**src/rtl/ipv4_longest_prefix_trie_macros.svh**
```systemverilog
// assertion macros for the prefix trie block
// used by the top level only, no other dependencies
`ifndef IPV4_LONGEST_PREFIX_TRIE_MACROS_SVH
`define IPV4_LONGEST_PREFIX_TRIE_MACROS_SVH
`ifndef SYNTHESIS
`define LPT_ASSERT_CLK(lbl, clk, rst_n, prop, msg) \
  lbl: assert property (@(posedge clk) disable iff (!rst_n) prop) else $error(msg);
`define LPT_ASSERT(lbl, prop, msg) `LPT_ASSERT_CLK(lbl, clk_i, rst_ni, prop, msg)
`else
`define LPT_ASSERT_CLK(lbl, clk, rst_n, prop, msg)
`define LPT_ASSERT(lbl, prop, msg)
`endif
`endif

```
**src/rtl/lpt_pkg.sv**
```systemverilog
// shared constants, types and codes for the prefix trie block
// no dependencies
package lpt_pkg;

  localparam int NODE_COUNT = 1024;
  localparam int ADDR_BITS  = 32;

  localparam int ADDR_W     = 32;
  localparam int AIDX_W     = $clog2(ADDR_W);
  localparam int LEN_W      = 6;
  localparam int HOP_W      = 16;
  localparam int NODE_IDX_W = $clog2(NODE_COUNT);
  localparam int NODE_CNT_W = $clog2(NODE_COUNT + 1);
  localparam int LVL_W      = $clog2(ADDR_BITS + 1);
  localparam int SUM_W      = NODE_CNT_W + 1;

  typedef enum logic {
    OP_INSERT = 1'b0,
    OP_LOOKUP = 1'b1
  } op_e;

  typedef enum logic [1:0] {
    STATUS_OK   = 2'd0,
    STATUS_MISS = 2'd1,
    STATUS_FULL = 2'd2
  } status_e;

  typedef struct packed {
    logic [NODE_IDX_W-1:0] left;
    logic [NODE_IDX_W-1:0] right;
    logic                  mark;
    logic [HOP_W-1:0]      hop;
  } node_t;

  typedef struct packed {
    op_e               op;
    logic [ADDR_W-1:0] address;
    logic [LEN_W-1:0]  prefix_len;
    logic [HOP_W-1:0]  next_hop;
  } req_t;

  typedef struct packed {
    status_e          status;
    logic [HOP_W-1:0] hop_out;
  } rsp_t;

  typedef struct packed {
    logic                  bit_sel;
    logic [NODE_IDX_W-1:0] child;
    logic                  no_child;
    logic                  full;
  } step_t;

endpackage

```
**src/rtl/lpt_step.sv**
```systemverilog
// one trie level step: address bit, child select and pool space check
// depends on lpt_pkg for the node record and step result
module lpt_step (
  input  lpt_pkg::node_t                 parent_i,
  input  logic [lpt_pkg::ADDR_W-1:0]     address_i,
  input  logic [lpt_pkg::LVL_W-1:0]      len_i,
  input  logic [lpt_pkg::LVL_W-1:0]      level_i,
  input  logic [lpt_pkg::NODE_CNT_W-1:0] nodes_used_i,
  output lpt_pkg::step_t                 step_o
);

  logic [lpt_pkg::LVL_W-1:0] pos;
  logic [lpt_pkg::LVL_W-1:0] need;
  logic [lpt_pkg::SUM_W-1:0] total;

  always_comb begin
    pos   = lpt_pkg::LVL_W'(lpt_pkg::ADDR_BITS - 1) - level_i;
    need  = len_i - level_i;
    total = lpt_pkg::SUM_W'(need) + lpt_pkg::SUM_W'(nodes_used_i);
    step_o.bit_sel  = (level_i < lpt_pkg::LVL_W'(lpt_pkg::ADDR_BITS)) &&
                      address_i[pos[lpt_pkg::AIDX_W-1:0]];
    step_o.child    = step_o.bit_sel ? parent_i.right : parent_i.left;
    step_o.no_child = (step_o.child == '0);
    step_o.full     = (total > lpt_pkg::SUM_W'(lpt_pkg::NODE_COUNT));
  end

endmodule

```
**config.mk**
```make
export PLATFORM = sky130hd
export DESIGN_NAME = lpt_step
export DESIGN_NICKNAME = d
export VERILOG_FILES = /design/src/rtl/ipv4_longest_prefix_trie_macros.svh /design/src/rtl/lpt_pkg.sv /design/src/rtl/lpt_step.sv
export SDC_FILE = /design/constraint.sdc
export NUM_CORES = 1
export LEC_CHECK = 0
export BUFFER_PORTS_ARGS = -buffer_cell sky130_fd_sc_hd__buf_4
export CAP_MARGIN = 20
export CORE_ASPECT_RATIO = 1.5
export CORE_MARGIN = 1.5
export CORE_UTILIZATION = 33
export DETAILED_ROUTE_END_ITERATION = 10
export PLACE_DENSITY = 0.9
export SLEW_MARGIN = 20
export SYNTH_ARGS = -nofsm -noshare
export SYNTH_HDL_FRONTEND = slang
export SYNTH_SLANG_ARGS = --single-unit
```
**constraint.sdc**
```tcl
create_clock -name vclk -period 2.8
set_input_delay 0.14 -clock vclk [all_inputs]
set_output_delay 0.14 -clock vclk [all_outputs]
set_load 0.01 [all_outputs]
```
# [After elaboration in Yosys (flattened, before gate mapping)]
# Index checks and enable logic that the tools add are counted.
# W data, S select, Z words.
[word_totals] reg_bits=0 input_bits=92 out_inout_bits=13 word_cells=11
[classes] add_sub_neg=3 order_cmp=3 muxes=3 reduce_logical=2
[ops] op="$add A6 B11 Y12" n=1
[ops] op="$gt A12 B11 Y1 const B" n=1
[ops] op="$logic_not A10 Y1" n=1
[ops] op="$mux W10" n=1
[ops] op="$lt A5 B6 Y1 const B" n=1
[ops] op="$lt A6 B6 Y1 const B" n=1
[ops] op="$sub A6 B6 Y6" n=1
[ops] op="$bmux W1 S5" n=1
[ops] op="$sub A5 B5 Y5 const A" n=1
[ops] op="$logic_and A1 B1 Y1" n=1
[ops] op="$mux W1" n=1

# [Longest topological paths before layout]
# Gate-level depths: netlist of run 1.
[depth] word_depth=6 mapped_depth=15 ltp_nobuf=15

# [Worst setup path before layout of run 1]
# OpenSTA, ideal clock, no wires.
[synth_path] path_type="input to output" start="input port level_i[1] (netlist name)" end="output port step_o[0] (netlist name)" arrival_time_ns=2.960 t_required_ns=2.660 slack_ns=-0.300 stages=13 path_buffers=1 path_cell_list="buf_2 inv_1 ha_1 a21o_1 a21oi_1 o21bai_1 a21oi_1 xnor2_1 ha_1 a2111oi_0 o22ai_1 or4_1 a221o_1"
[synth_rtl] item="start: declaration" line_no="lpt_step.sv:7" source="input logic [lpt_pkg::LVL_W-1:0] level_i,"
[synth_rtl] item="end: declaration" line_no="lpt_step.sv:9" source="output lpt_pkg::step_t step_o"

==> results.md, run 1 <==
- MaxCap Viol Count: 0
- Synth top area cells: ha_1, mux2_4, mux4_2, mux4_1, xnor2_1
- WL met1: 1.07 mm
- Initial Util: 34.4%
- DR WL/cell: 13.0 um
- Min cycle time layout: 3130 ps
- PnR worst setup slack: -328 ps
- Crit path kind: in2out
- Hold/Removal Path Class: in2out
- CP bufs+invs: 3
- Place WS: -410 ps
- Routed vias/inst: 5.16
- Slew Limit Fails: 0
- Syn_area_per_cell: 8.77 sq um
- Met3 routed WL: 258 um
- Worst path arrival time: 2990 ps
- Total wire length: 3.34 mm
- WL met2: 1.97 mm
- Initial antenna violation count: 0
- Fin. Hold Viols: 0
- Total gr overflow: 0
- CORE AREA: 0.00288 sq mm
- Critical-path top delay cell: or4_1
- Die Wd: 47.7 um
- Port Buffers: 88
- Post-Route Utilization: 67.0%
- Critical path data required time: 2660 ps
- RSZ-0062 raised after global routing: yes
- Fin crit share: 112%
- Hold buffer count at cts: 0
- Slew headroom: 34.8%
- Leading area contributor after synthesis: ha_1
- Distinct cells, synth: 40
- Routed Antenna Nets: 0
- Register area share after synthesis: 0%
- P_leak: 0.943 nW
- Startpoint types: primary input
- DIE AREA: 0.00335 sq mm
- Max VDD drop: 0.140 mV
- Worst-Margin Slew: 970 ps
- # DRC: 0
- Layout area overhead: 94.9%
- GP Congestion: 0.879
- Iter 0 DRT Violations: 11
- Top layer in use: met4
- Post-detail-place hpwl: 2.91 mm
- # rows: 24
- Syn. warnings: 0
- Vias in the first global route: 1423
- CP max FO: 3
- Antenna diode count: 0
- I/O pin cnt: 105
- Synthesized cell area: 991 sq um
- Status: finished with violations
- Setup-failing EPs final: 1
- Crit-path leading delay family: compound AO/OA/AOI/OAI gates
- Share of cells above drive strength 1: 64.2%
- Max stage delay on crit path: 530 ps
- Num sequential: 0
- Syn_nets: 218
- Failing checks: negative setup slack
- Area of the multi-input gates: 0.00101 sq mm
- Crit-path cells: buf_4, buf_6, fa_2, a21oi_2, nor2_1, nor2_1, xnor2_1, ha_2, a2111oi_4, o22ai_1, or4_1, a221o_1, buf_6
- First-pass DRT Iterations: 4
- Largest net degree at the start of global routing: 14
- DR vias: 1325
- Layout net count: 325
- DIE HEIGHT: 70.1 um
- F_max: 0.320 GHz
- Power Density: 225 mW/mm^2
- Register area: 0 sq um
- CP endpoint kind: primary output
- First-pass GRT wire length: 5.35 mm
- Cell count after synthesis: 113
- Overall Global Routing Usage: 20.4%
- CLK BUF: 0
- Yosys top cell area share: 13.9%
- Fillers: 242
[cell type report]
class	count	share of cell area (%)
inverters	11	2.40
repair buffers	109	42.9
multi-input cells	98	52.1
well taps	39	2.53
[worst paths after layout]
path | cells past startpoint | end | slack [ps] | start
hold / removal | 3 | step_o[3] | 590 | parent_i[28]
setup / recovery | 13 | step_o[0] | -330 | len_i[1]
[timing repair]
| action | in CTS | in global routing |
|---|---|---|
| buffers inserted | 1 | 0 |
| setup endpoints to repair | 1 | 1 |
| pin swaps | 8 | 15 |
| gates resized for setup | 11 | 8 |
| hold endpoints to repair | 0 | 0 |
[through the flow]
stage | power (mW) | instances | hold WS [ps] | instance area, sq um | setup TNS [ps]
floorplan | 0.206 | 113 | 415 | 1020 | -87.2
global placement | 0.384 | 256 | 583 | 1840 | -290
detailed placement | 0.397 | 256 | 586 | 1840 | -410
CTS | 0.427 | 257 | 590 | 1900 | -288
global route | 0.473 | 257 | 601 | 1930 | -487
finish | 0.435 | 257 | 586 | 1930 | -328
[Yosys cell counts, drive strengths merged]
master and n:
a31oi 2, nor3b 2, xor2 1, and2 1, a21o 2, ha 11, buf 4, nand3 3
nand2b 1, a41o 1, o21bai 1, o21ai 5, a211oi 1, xnor2 5, and4 1, nor4 6
fa 2, a221o 1, nand2 5, mux2 11, o22ai 1, a21oi 7, inv 11, mux4 5
mux2i 4, a311oi 1, o21a 1, nor2 7, a221oi 1, nand4 1, a2111oi 3, or4 1
nor2b 3, or3 1
[routing by layer]
| metal | vias up | GRT usage, % |
|---|---|---|
| met4 | 0 | 4.20 |
| li1 | 650 | - |
| met3 | 4 | 2.58 |
| met1 | 603 | 18.6 |
| met2 | 68 | 41.8 |
| met5 | - | 0 |
[cell usage in the layout, fill, tap and decap left out, drive strengths merged]
master and instances:
mux4 5, o21ai 5, a41o 1, o21a 1, fa 2, or3 1, o21bai 1, nand3 3
nor2b 3, and2 1, inv 11, ha 11, a31oi 2, a211oi 1, a21oi 7, buf 109
a221oi 1, o22ai 1, mux2i 4, and4 1, nand4 1, nor4 6, nor2 7, a221o 1
a21o 2, mux2 11, a311oi 1, xnor2 5, nor3b 2, nand2b 1, or4 1, xor2 1
nand2 5, a2111oi 3
[logic make-up after synthesis]
| logic type | Yosys count | share of synthesized area [%] |
|---|---|---|
| AO/OA/AOI/OAI | 27 | 19.4 |
| XOR/XNOR | 6 | 5.30 |
| adder cells (fa/ha/maj) | 13 | 17.9 |
| buffers and inverters | 15 | 7.45 |
| multiplexers | 20 | 31.7 |
| AND/OR/NAND/NOR | 32 | 18.2 |
[where the power goes]
group	internal, mW	leakage [nW]	switching, mW
Combinational	0.260	0.943	0.175
Clock	0	0	0
Sequential	0	0	0
Note: power is estimated with default switching activity, not from simulation.
==> run 2, diff against run 1 <==
--- a/config.mk
+++ b/config.mk
@@ -11,7 +11,7 @@
 export CORE_MARGIN = 1.5
 export CORE_UTILIZATION = 33
 export DETAILED_ROUTE_END_ITERATION = 10
-export PLACE_DENSITY = 0.9
+export PLACE_DENSITY = 0.8
 export SLEW_MARGIN = 20
 export SYNTH_ARGS = -nofsm -noshare
 export SYNTH_HDL_FRONTEND = slang
==> run 2 against run 1 <==
The run still ends with negative setup slack left; sequential share of layout area stayed put; combinational power shrank 2%; via count is 1.7% lower; cell count did not move; flip-flop and latch count stayed put; global-route usage down 0.97 points; die area stayed put; setup slack better by 100 ps; hold slack improved by 1.9 ps; largest cell class unchanged.
==> results.md, run 2 (synthesis results as in run 1) <==
- Setup Buffers After CTS: 0 (-1)
- Crit path kind: in2out
- Max VDD drop: 0.107 mV (-23%)
- Overall Global Routing Usage: 19.4% (-0.97 points)
- Status: finished with violations
- Worst path arrival time: 2890 ps (-100 ps)
- First-pass DRT Iterations: 4 (unchanged)
- CORE AREA: 0.00288 sq mm (unchanged)
- Critical path data required time: 2660 ps (about the same)
- CLK BUF: 0 (unchanged)
- Failing checks: negative setup slack
- Place WS: -363 ps (+47.1 ps)
- F_max: 0.330 GHz (+3.3%)
- Share of cells above drive strength 1: 63.3% (-0.92 points)
- I/O pin cnt: 105 (unchanged)
- DR vias: 1302 (-1.7%)
- CP endpoint kind: primary output
- Worst-Margin Slew: 356 ps (-614 ps)
- Largest net degree at the start of global routing: 14 (unchanged)
- Crit-path cells: buf_4, inv_1, ha_1, inv_2, fa_2, a21oi_2, nor2_1, nor2_1, xnor2_1, ha_2, inv_1, a2111oi_4, o22ai_1, or4_1, a221o_1, buf_6
- Max stage delay on crit path: 470 ps (-60 ps)
- RSZ-0062 raised after global routing: yes
- DR WL/cell: 12.6 um (-3.0%)
- Hold buffer count at cts: 0 (unchanged)
- # rows: 24 (unchanged)
- Total gr overflow: 0 (unchanged)
- Initial Util: 34.4% (unchanged)
- Vias in the first global route: 1366 (-4.0%)
- Fin. Hold Viols: 0 (unchanged)
- Power Density: 224 mW/mm^2 (-0.44%)
- Most common cell after layout, fill and taps aside: buf_4
- Fin crit share: 108% (-3.6 points)
- Setup-failing EPs final: 1 (unchanged)
- Post-Route Utilization: 65.9% (-1.1 points)
- Critical-path top delay cell: or4_1
- DIE AREA: 0.00335 sq mm (unchanged)
- Initial antenna violation count: 0 (unchanged)
- Hold/Removal Path Class: in2out
- Post-detail-place hpwl: 2.93 mm (+0.56%)
- Num sequential: 0 (unchanged)
- Iter 0 DRT Violations: 17 (+6)
- Startpoint types: primary input
- First-pass GRT wire length: 5.15 mm (-3.7%)
- CP max FO: 2 (-1)
- Slew headroom: 75.6% (+41 points)
- GP Congestion: 0.800 (-9.1%)
- PnR worst setup slack: -228 ps (+100 ps)
- Most frequent cells in the layout: buf_4, ha_1, inv_1, mux2_4, nor2_1
- MaxCap Viol Count: 0 (unchanged)
- Die Wd: 47.7 um (unchanged)
- Total wire length: 3.24 mm (-3.0%)
- Min cycle time layout: 3030 ps (-100 ps)
- Port Buffers: 88 (unchanged)
- Area of placed instances: 0.00184 sq mm (about the same)
- Layout area overhead: 91.7%
- Layout net count: 325 (unchanged)
- Slew Limit Fails: 0 (unchanged)
- Register area: 0 sq um (unchanged)
- Routed Antenna Nets: 0 (unchanged)
- Fin area: 0.00190 sq mm (-1.7%)
- DIE HEIGHT: 70.1 um (unchanged)
- Routed vias/inst: 5.07 (-1.7%)
- # DRC: 0 (unchanged)
- Hold path cells: 3 (unchanged)
- P_leak: 0.942 nW (-0.11%)
- Antenna diode count: 0 (unchanged)
-- run 2: cell counts in the layout (fill, tap and decap cells not counted) --
Identical to the previous run, type by type.
-- run 2: power by group --
group | internal [mW] | total, mW | switching, mW
combinational | 0.256 | 0.426 | 0.170
clock | 0 | 0 | 0
sequential | 0 | 0 | 0
-- run 2: final timing paths --
check / startpoint / slack [ps] / endpoint
worst max-delay path: len_i[0] / -230 / step_o[0]
worst min-delay path: parent_i[18] / 590 / step_o[3]
-- run 2: cell type report --
class,count,area (sq um)
Multi-Input combinational cell,98,987
Fill cell,249,983
Timing Repair Buffer,109,822
Tap cell,39,48.8
Inverter,11,41.3
-- run 2: stage by stage --
| stage | total power, mW | hold slack (ps) | instances | TNS (ps) |
|---|---|---|---|---|
| floorplan | 0.206 | 415 | 113 | -87.2 |
| global placement | 0.388 | 582 | 257 | -305 |
| detailed placement | 0.397 | 586 | 257 | -363 |
| CTS | 0.426 | 589 | 257 | -243 |
| global route | 0.464 | 604 | 257 | -385 |
| finish | 0.426 | 588 | 257 | -228 |
-- run 2: what timing repair did --
item,4_1_cts,5_1_grt
setup endpoints to repair,1,1
resized for setup,11,1
pin swaps,10,2
-- run 2: metal layers --
layer  track usage [%]  part of all wire (%)  vias to the layer above  wire, um
met5                 0                     0                        -         0
met4              1.80                  0.37                        0        12
met3              1.29                   5.2                        2       169
met2              39.3                    60                       47      1950
met1              20.2                    34                      600      1120
li1                  -                     -                      653         -
-- run 2: critical path, delay by kind of cell --
| kind | cells | cell delay (ps) |
|---|---|---|
| AO/OA/AOI/OAI | 4 | 870 |
| XOR/XNOR | 1 | 140 |
| adder cells (fa/ha/maj) | 3 | 730 |
| buffers and inverters | 5 | 400 |
| AND/OR/NAND/NOR | 3 | 620 |
